[config.mk]
export PLATFORM = sky130hd
export DESIGN_NAME = websocket_client_frame_deframer_top
export DESIGN_NICKNAME = d
export VERILOG_FILES = /design/src/design/wsd_pkg.sv /design/src/design/wsd_parser.sv /design/src/design/wsd_out_reg.sv /design/src/design/websocket_client_frame_deframer_top.sv
export SDC_FILE = /design/constraint.sdc
export NUM_CORES = 1
export LEC_CHECK = 0
export BUFFER_PORTS_ARGS = -buffer_cell sky130_fd_sc_hd__buf_4
export CAP_MARGIN = 25
export CORE_ASPECT_RATIO = 1.4
export CORE_MARGIN = 3
export CORE_UTILIZATION = 59
export CTS_CLUSTER_SIZE = 30
export DETAILED_ROUTE_END_ITERATION = 6
export PLACE_DENSITY = 0.78
export SLEW_MARGIN = 30
export SYNTH_ARGS = -nofsm -noshare
export SYNTH_HDL_FRONTEND = slang
export SYNTH_HIERARCHICAL = 1
export SYNTH_SLANG_ARGS = --single-unit
[constraint.sdc]
create_clock -name clk -period 2.7 [get_ports clk]
set_input_delay 0.54 -clock clk [delete_from_list [all_inputs] [get_ports clk]]
set_output_delay 0.54 -clock clk [all_outputs]
set_load 0.05 [all_outputs]
[src/design/wsd_pkg.sv]
// ---------------------------------------------------------------------------
// wsd_pkg
// Shared types and constants of the websocket client frame deframer.
// ---------------------------------------------------------------------------
package wsd_pkg;

  localparam int BYTE_W       = 8;
  localparam int LEN_W        = 7;
  localparam int MASK_BYTES_D = 4;

  localparam logic [BYTE_W-1:0] FIN_ONLY      = 8'h80;
  localparam logic [BYTE_W-1:0] FLAG_BITS     = 8'hf0;
  localparam logic [BYTE_W-1:0] MASK_FLAG     = 8'h80;
  localparam logic [3:0]        OPCODE_BINARY = 4'h2;
  localparam logic [LEN_W-1:0]  LENGTH_LIMIT  = 7'd125;

  // result kind codes
  typedef enum logic [1:0] {
    KIND_DATA       = 2'd0,
    KIND_EMPTY      = 2'd1,
    KIND_BAD_HEADER = 2'd2,
    KIND_BAD_OPCODE = 2'd3
  } kind_t;

  // one result item plus its valid flag
  typedef struct packed {
    logic              valid;
    logic [BYTE_W-1:0] data;
    logic              last;
    kind_t             kind;
  } result_t;

endpackage

[src/design/wsd_parser.sv]
// ---------------------------------------------------------------------------
// wsd_parser
// Frame state machine: collects the header and mask key, checks the header
// and unmasks payload bytes. The result is combinational from the current
// state and the byte; state advances on step.
// ---------------------------------------------------------------------------
module wsd_parser
  import wsd_pkg::*;
#(
  parameter int MASK_BYTES = MASK_BYTES_D
) (
  input  logic              clk,
  input  logic              rst_n,
  input  logic              step,
  input  logic [BYTE_W-1:0] byte_in,
  input  logic [LEN_W-1:0]  max_len,
  output result_t           res
);

  localparam int MIDX_W = (MASK_BYTES > 1) ? $clog2(MASK_BYTES) : 1;
  localparam logic [MIDX_W-1:0] MIDX_LAST = MIDX_W'(MASK_BYTES - 1);

  typedef enum logic [4:0] {
    ST_FLAGS   = 5'b00001,
    ST_LENGTH  = 5'b00010,
    ST_MASK    = 5'b00100,
    ST_PAYLOAD = 5'b01000,
    ST_HALT    = 5'b10000
  } phase_t;

  phase_t              phase_r, phase_nxt;
  logic [BYTE_W-1:0]   first_r, first_nxt;
  logic [LEN_W-1:0]    len_r, len_nxt;
  logic                mbit_r, mbit_nxt;
  logic [LEN_W-1:0]    count_r, count_nxt;
  logic [MIDX_W-1:0]   midx_r, midx_nxt;
  logic [BYTE_W-1:0]   key_r [MASK_BYTES];
  logic                key_we;
  logic [LEN_W-1:0]    count_inc;
  logic                hdr_bad;

  assign count_inc = count_r + LEN_W'(1);
  assign hdr_bad   = ((first_r & FLAG_BITS) != FIN_ONLY) || (len_r > max_len) || !mbit_r;

  // next state and result
  always_comb begin
    phase_nxt = phase_r;
    first_nxt = first_r;
    len_nxt   = len_r;
    mbit_nxt  = mbit_r;
    count_nxt = count_r;
    midx_nxt  = midx_r;
    key_we    = 1'b0;
    res       = '{valid: 1'b0, data: '0, last: 1'b0, kind: KIND_DATA};
    case (phase_r)
      ST_FLAGS: begin
        first_nxt = byte_in;
        phase_nxt = ST_LENGTH;
      end
      ST_LENGTH: begin
        len_nxt   = byte_in[LEN_W-1:0];
        mbit_nxt  = |(byte_in & MASK_FLAG);
        midx_nxt  = '0;
        phase_nxt = ST_MASK;
      end
      ST_MASK: begin
        key_we   = 1'b1;
        midx_nxt = midx_r + MIDX_W'(1);
        if (midx_r == MIDX_LAST) begin
          midx_nxt  = '0;
          count_nxt = '0;
          res.valid = 1'b1;
          res.last  = 1'b1;
          if (hdr_bad) begin
            res.kind  = KIND_BAD_HEADER;
            phase_nxt = ST_HALT;
          end else if (first_r[3:0] != OPCODE_BINARY) begin
            res.kind  = KIND_BAD_OPCODE;
            phase_nxt = ST_HALT;
          end else if (len_r == '0) begin
            res.kind  = KIND_EMPTY;
            phase_nxt = ST_FLAGS;
          end else begin
            res.valid = 1'b0;
            res.last  = 1'b0;
            phase_nxt = ST_PAYLOAD;
          end
        end
      end
      ST_PAYLOAD: begin
        count_nxt = count_inc;
        midx_nxt  = (midx_r == MIDX_LAST) ? '0 : midx_r + MIDX_W'(1);
        res.valid = 1'b1;
        res.data  = byte_in ^ key_r[midx_r];
        res.kind  = KIND_DATA;
        if (count_inc >= len_r) begin
          res.last  = 1'b1;
          phase_nxt = ST_FLAGS;
        end
      end
      ST_HALT: begin
        phase_nxt = ST_HALT;
      end
      default: begin
        phase_nxt = ST_HALT;
      end
    endcase
  end

  // control state
  always_ff @(posedge clk) begin
    if (!rst_n) begin
      phase_r <= ST_FLAGS;
      first_r <= '0;
      len_r   <= '0;
      mbit_r  <= 1'b0;
      count_r <= '0;
      midx_r  <= '0;
    end else if (step) begin
      phase_r <= phase_nxt;
      first_r <= first_nxt;
      len_r   <= len_nxt;
      mbit_r  <= mbit_nxt;
      count_r <= count_nxt;
      midx_r  <= midx_nxt;
    end
  end

  // mask key bytes
  always_ff @(posedge clk) begin
    if (step && key_we) begin
      key_r[midx_r] <= byte_in;
    end
  end

endmodule

[src/design/wsd_out_reg.sv]
// ---------------------------------------------------------------------------
// wsd_out_reg
// Result register of the deframer; holds one item while the sink stalls.
// ---------------------------------------------------------------------------
module wsd_out_reg
  import wsd_pkg::*;
(
  input  logic              clk,
  input  logic              rst_n,
  input  logic              load,
  input  result_t           res,
  input  logic              out_stall,
  output logic              slot_free,
  output logic              out_valid,
  output logic [BYTE_W-1:0] out_byte,
  output logic              out_last_of_frame,
  output logic [1:0]        out_result_kind
);

  logic              valid_r, valid_nxt;
  logic [BYTE_W-1:0] data_r;
  logic              last_r;
  kind_t             kind_r;

  assign slot_free = !valid_r || !out_stall;

  // valid tracking
  always_comb begin
    valid_nxt = valid_r;
    if (slot_free) begin
      valid_nxt = load && res.valid;
    end
  end

  always_ff @(posedge clk) begin
    if (!rst_n) begin
      valid_r <= 1'b0;
    end else begin
      valid_r <= valid_nxt;
    end
  end

  // payload capture
  always_ff @(posedge clk) begin
    if (slot_free && load && res.valid) begin
      data_r <= res.data;
      last_r <= res.last;
      kind_r <= res.kind;
    end
  end

  assign out_valid         = valid_r;
  assign out_byte          = data_r;
  assign out_last_of_frame = last_r;
  assign out_result_kind   = kind_r;

endmodule

[src/design/websocket_client_frame_deframer_top.sv]
// ---------------------------------------------------------------------------
// websocket_client_frame_deframer_top
// Receives client-to-server websocket frames and gives unmasked payload bytes.
// ---------------------------------------------------------------------------
// Takes one byte per cycle while in_stall is low and gives at most one result
// item per byte: a byte goes into the input register, the frame state
// machine handles it combinationally and the result register
// presents it. Frames have a six-byte header (flags/opcode, mask bit and
// 7-bit length, four mask bytes). A header that is not FIN-only binary,
// masked and within cfg_max_payload_length gives one error item and the
// block ignores all further bytes until reset. A zero-length frame gives one
// empty-frame item. Configuration writes saturate at 125 and are always ready.
module websocket_client_frame_deframer_top
  import wsd_pkg::*;
#(
  parameter int MASK_BYTES = MASK_BYTES_D
) (
  input  logic              clk,
  input  logic              rst_n,
  input  logic              in_valid,
  output logic              in_stall,
  input  logic [BYTE_W-1:0] in_byte,
  output logic              out_valid,
  input  logic              out_stall,
  output logic [BYTE_W-1:0] out_byte,
  output logic              out_last_of_frame,
  output logic [1:0]        out_result_kind,
  input  logic              cfg_valid,
  output logic              cfg_ready,
  input  logic [LEN_W-1:0]  cfg_max_payload_length
);

  logic              in_v_r, in_v_nxt;
  logic [BYTE_W-1:0] in_byte_r;
  logic [LEN_W-1:0]  max_len_r, max_len_nxt;
  logic              slot_free;
  logic              adv;
  result_t           res;

  assign adv       = in_v_r && slot_free;
  assign in_stall  = in_v_r && !slot_free;
  assign cfg_ready = 1'b1;

  // configuration register with saturation
  assign max_len_nxt = (cfg_max_payload_length > LENGTH_LIMIT) ? LENGTH_LIMIT
                                                               : cfg_max_payload_length;

  always_ff @(posedge clk) begin
    if (!rst_n) begin
      max_len_r <= LENGTH_LIMIT;
    end else if (cfg_valid && cfg_ready) begin
      max_len_r <= max_len_nxt;
    end
  end

  // input register
  always_comb begin
    in_v_nxt = in_v_r;
    if (!in_stall) begin
      in_v_nxt = in_valid;
    end
  end

  always_ff @(posedge clk) begin
    if (!rst_n) begin
      in_v_r <= 1'b0;
    end else begin
      in_v_r <= in_v_nxt;
    end
  end

  always_ff @(posedge clk) begin
    if (in_valid && !in_stall) begin
      in_byte_r <= in_byte;
    end
  end

  wsd_parser #(
    .MASK_BYTES(MASK_BYTES)
  ) u_parser (
    .clk     (clk),
    .rst_n   (rst_n),
    .step    (adv),
    .byte_in (in_byte_r),
    .max_len (max_len_r),
    .res     (res)
  );

  wsd_out_reg u_out (
    .clk               (clk),
    .rst_n             (rst_n),
    .load              (adv),
    .res               (res),
    .out_stall         (out_stall),
    .slot_free         (slot_free),
    .out_valid         (out_valid),
    .out_byte          (out_byte),
    .out_last_of_frame (out_last_of_frame),
    .out_result_kind   (out_result_kind)
  );

  // non-data items carry a zero byte
  a_nondata_zero: assert property (@(posedge clk) disable iff (!rst_n)
    out_valid && (out_result_kind != KIND_DATA) |-> out_byte == '0)
    else $error("non-data item with nonzero byte");

  // error items always end the frame
  a_error_last: assert property (@(posedge clk) disable iff (!rst_n)
    out_valid && (out_result_kind == KIND_BAD_HEADER || out_result_kind == KIND_BAD_OPCODE)
    |-> out_last_of_frame)
    else $error("error item without last flag");

  // length limit stays within the supported range
  a_max_len: assert property (@(posedge clk) disable iff (!rst_n)
    max_len_r <= LENGTH_LIMIT)
    else $error("length limit above supported range");

  // input stalls only while an item is held and the result slot is busy
  a_stall_cause: assert property (@(posedge clk) disable iff (!rst_n)
    in_stall |-> in_v_r && out_valid && out_stall)
    else $error("input stalled without a busy result slot");

endmodule

# After elaboration in Yosys (flattened, before gate mapping)
# Memory sizes are Yosys's and may differ from the RTL's. A register that Yosys moved wholly into a read port is not among the register bits.
# Index checks and enable logic that the tools add are counted.
# totals
inputBits,20
wordCells,80
romBits,0
mem_count,1
regBits,58
mem_bits_rw,32
out_inout_bits,14
latch_bits,0
# memory_table
name,words,width,rd,rd_clocked_by_memory_dff,wr,line,source
u_parser.key_r,4,8,1,1,1,wsd_parser.sv:37,logic [BYTE_W-1:0] key_r [MASK_BYTES];
# classes
n_addsub,2
shifts,0
bitwise_logic,1
n_reduce_logical,24
n_div,0
n_lt_le_gt_ge,3
n_mul,0
eq_ne,9
n_mux,27
# op_table
operator,n
5-bit 2-to-1 mux,4
5-bit one-hot mux with 4 select lines,1
7-bit 2-to-1 mux,2
7-bit one-hot mux with 2 select lines,1
2-bit 2-to-1 mux,5
1-bit 2-to-1 mux,9
8-bit XOR,1
7-bit by 1-bit adder with 7-bit output (second input constant),1
7-bit greater-or-equal comparator,1
7-bit greater-than comparator,1
7-bit greater-than comparator (second input constant),1
1-bit logical AND,7
7-bit logical NOT,1
3-bit one-hot mux with 2 select lines,1
2-bit AND reduction,3
3-bit AND reduction,2
5-bit by 1-bit equality test with 1-bit output (second input constant),1
5-bit by 2-bit equality test with 1-bit output (second input constant),1
5-bit by 3-bit equality test with 1-bit output (second input constant),1
5-bit by 4-bit equality test with 1-bit output (second input constant),1
1-bit logical NOT,5
4-bit 2-to-1 mux,1
2-bit by 1-bit != test with 1-bit output (second input constant),2
4-bit by 2-bit != test with 1-bit output (second input constant),1
other kinds (9),12

# Depth between registers and ports, before layout
# depth
word_depth,7
depth_mapped,10

# Modules after synthesis
# The synthesis kept the hierarchy.
# by_module_without_submodules
mod,n_inst,cells_per_inst,area_each_um2
wsd_parser,1,286,3255.6
websocket_client_frame_deframer_top,1,43,573.0
wsd_out_reg,1,16,376.6

# Worst setup path before layout
# Ideal clock, no wire load.
# synth_timing
kind,register to register
start,register u_parser.count_r[0]
end,register u_parser.phase_r[4]
setup_time_ns,0.119
synth_period_minus_slack_ns,2.324
t_arrival_ns,2.206
stages_incl_launch_ff,10
required_time_ns,2.581
path_slack_ns,0.376
cell_sequence,dfxtp_1 > ha_1 > nand3_1 > nor2_1 > xor2_1 > ha_1 > nand4_1 > o31a_1 > a211o_1 > o221a_2
# synth_via
elab_chain_cells,4
# synth_lines
element,line,source
from (decl),wsd_parser.sv:35,"logic [LEN_W-1:0] count_r, count_nxt;"
from (signal assigned),wsd_parser.sv:124,count_r <= count_nxt;
7-bit by 1-bit adder with 7-bit output,wsd_parser.sv:42,assign count_inc = count_r + LEN_W'(1);
7-bit greater-or-equal comparator,wsd_parser.sv:96,if (count_inc >= len_r) begin
2-bit by 1-bit != test with 1-bit output (no line),n/a,
3-bit AND reduction (no line),n/a,
to (signal assigned),wsd_parser.sv:120,phase_r <= phase_nxt;
to (decl),wsd_parser.sv:31,"phase_t phase_r, phase_nxt;"
# No other way between the ends.
# A chain may end at the register's enable or synchronous reset.

# Final worst setup path
# layout_timing
start,register u_parser.count_r[1]
end,register u_parser.phase_r[4]
# Same word-level chain as after synthesis.

==> results by group <==
Clock tree
  – Cts bufs inserted: 9
  – H-tree levels: 3
  – Max Buffers Root-to-Sink: 2
  – Cts hold-fix bufs: 0
  – Root buffer cell: clkbuf_8
  – Post-CTS Resized: 0
  – Reg clk slew, reported paths: 0.09 ns
  – CTS tree: yes
  – Post-CTS setup buffers: 0
  – CTS sink count: 92
  – Clock latency on the worst-skew pair: 0.35 ns

Worst hold path
  – Hold path depth: 1
  – Hold Path Class: in2reg

Place
  – Area post-placement: 0.00453 mm^2
  – Port bufs: 32
  – Pre-CTS setup slack: 0.197 ns
  – RD Place Congestion: between 0.8 and 0.9
  – Hpwl dp: 5830 um

STA
  – RSZ-0062 raised after global routing: no
  – TNS Setup: 0 ns
  – WHS: 0.356 ns
  – Slew @ Worst Pin: 0.702 ns
  – Final setup violation count: 0
  – Final period util: approximately 92%
  – Skew final: 0.00785 ns
  – Fmax: 0.402 GHz
  – Setup ws final: 0.211 ns
  – Rel. slew slack: between 50% and 60%
  – Slew Limit Fails: 0
  – Final hold violations: 0
  – Final Critical Period: roughly 2.5 ns

Die
  – # IOs: 34
  – Die W: 77.4 um
  – Full die area: 0.00819 mm^2
  – DIE HEIGHT: 106 um
  – Initial Util: 62.4%
  – Core area: 0.00674 mm^2
  – FP Rows: 35

Global routing
  – Initial antenna violation count: 0
  – Overflow after GRT: 0
  – Wire length of the first global-routing pass: 13400 um
  – GRT Total Usage: 21.3%
  – Vias in the first global route: 2782
  – Largest net degree at the start of global routing: 42

Synth
  – Seq/Total Area, Yosys: 55.9%
  – Synth cell count leaders: 51 x edfxtp_1, 41 x dfxtp_1, 23 x nand2_1
  – Cell Area, Synth: 0.00421 mm^2
  – Number of enable flip-flop cells after synthesis: 51
  – Area contributors post-synth: edfxtp_1 36%, dfxtp_1 20%, ha_1 5.7%
  – Syn avg cell area: 12.2 um^2
  – Mapped Nets: 384
  – Netlist cell types: 51
  – Top cell type's share of synthesized area: 36.4%
  – YS warnings: 6
  – Synth async-reset ratio: 0%
  – #FFs+latches synth: 92
  – Post-Syn Instances: 345
  – Synth area leader: edfxtp_1
  – Ys flop type: edfxtp_1
  – Top-count cell post-synth: edfxtp_1

Power and ir drop
  – Pwr Total: 0.00261 W
  – Maximum vdd drop: 249 uV
  – Pwr/cell area: 551 mW/mm^2
  – Leakage: 1.81 nW

Detailed routing
  – Vias: roughly 2.7k
  – Initial DRC Count: about 190
  – DR DRC count: 0
  – Total Wirelength: 8020 um
  – Post-DR vias/cell: 5.64
  – Routed len/inst: 16.8 um
  – Final ANT Viol Nets: 0
  – First-pass iteration count of the detailed router: 4

Layout
  – Seq. cell area: 0.00235 mm^2
  – Multi-input gate area in the final layout: 0.00170 mm^2
  – Fill cells: 501
  – Layout Nets: ~420
  – Layout area overhead: 12.8%
  – Design Area, Final: 0.00474 mm^2
  – # diodes: 0
  – Share of cells above drive strength 1: around a fifth

Worst setup path
  – CP Capture Type: flip-flop
  – FF-to-FF path depth: 9
  – Worst-path cell chain: ha_2 -> nand3_1 -> nor2_1 -> xor2_1 -> ha_1 -> nand4_1 -> o31a_1 -> a211o_1 -> o221a_2
  – Critical path's largest stage delay: 0.38 ns
  – CP Class: reg2reg
  – CP max FO: 4
  – Crit path DAT: 2.74 ns
  – Req. time, crit path: around 3.0 ns
  – Startpoint Class: flip-flop
  – Slowest cell on crit path: o31a_1

Run
  – Max Cap Viol: 0

Status
  – Status: complete, no violations
-- cells by family after synthesis --
| group | count (synthesis) | synth area share, % |
|---|---|---|
| AO/OA/AOI/OAI | 47 | 7.56 |
| XOR/XNOR | 15 | 3.12 |
| adder cells (fa/ha/maj) | 19 | 5.65 |
| buffers and inverters | 34 | 4.02 |
| flip-flops | 92 | 55.9 |
| multiplexers | 30 | 9.52 |
| other | 1 | 0.0892 |
| AND/OR/NAND/NOR | 107 | 14.1 |
-- worst max-delay path, delay by kind of cell (launching register included) --
family | cells | cell delay, ns
AO/OA/AOI/OAI | 3 | 0.97
XOR/XNOR | 1 | 0.10
adder cells (fa/ha/maj) | 2 | 0.54
flip-flops | 1 | 0.37
AND/OR/NAND/NOR | 3 | 0.43
-- metal layers --
metal / vias up / wire length [um] / share of wire, % / global-route usage (%)
met5: - / 0 / 0 / 0
met4: 0 / 149 / 1.9 / 9.80
met3: 11 / 247 / 3.1 / 2.88
met2: 67 / 4380 / 55 / 38.8
met1: 1301 / 3240 / 40 / 24.5
li1: 1308 / - / - / -
-- area by class of cell --
cell class / count / share of cell area, %
clock buffers: 9 / 2.61
clock inverters: 7 / 1.74
inverters: 16 / 1.27
multi-input cells: 219 / 35.8
flip-flops and latches: 92 / 49.6
well taps: 92 / 2.43
repair buffers: 41 / 6.49
-- stage by stage --
stage	util, %	cells
6_report	70.3	476
2_1_floorplan	-	345
3_5_place_dp	67.2	460
5_1_grt	70.3	476
3_3_place_gp	67.2	460
4_1_cts	70.3	476
-- placed cells by master (no fill, tap or decap), types with 5 or more instances in the layout --
cell       n
a21oi_1   11
a31oi_1    5
and2_1     7
buf_4     41
clkbuf_8   9
dfxtp_1   40
edfxtp_1  51
ha_1      18
inv_1     16
mux2i_1   22
mux4_2     8
nand2_1   23
nand3_1    6
nand4_1    5
nor2_1    19
nor2b_1   21
o21ai_0    7
xnor2_1   11
-- where the power goes --
group | switching [W] | internal, W
sequential | 0.0000377 | 0.00150
combinational | 0.0000614 | 0.0000653
clock | 0.000500 | 0.000444
-- flip-flops by register name, summed over array words and instances, names as in the netlist, 2 cells and up, named ones only --
| register | flops |
|---|---|
| in_byte_r | 8 |
| max_len_r | 7 |
| u_out/out_byte | 8 |
| u_out/out_result_kind | 2 |
| u_parser/count_r | 7 |
| u_parser/first_r | 8 |
| u_parser/key_r | 32 |
| u_parser/len_r | 7 |
| u_parser/midx_r | 2 |
| u_parser/phase_r | 5 |
-- worst paths after layout --
| path | startpoint | end | slack (ns) |
|---|---|---|---|
| setup / recovery | u_parser/count_r[1] | u_parser/phase_r[4] | 0.21 |
| hold / removal | in_byte[6] | in_byte_r[6] | 0.36 |
| setup reg to reg | u_parser/count_r[1] | u_parser/phase_r[4] | 0.21 |
| hold reg to reg | max_len_r[4] | max_len_r[4] | 0.48 |
Power figures use the tool's default switching activity.
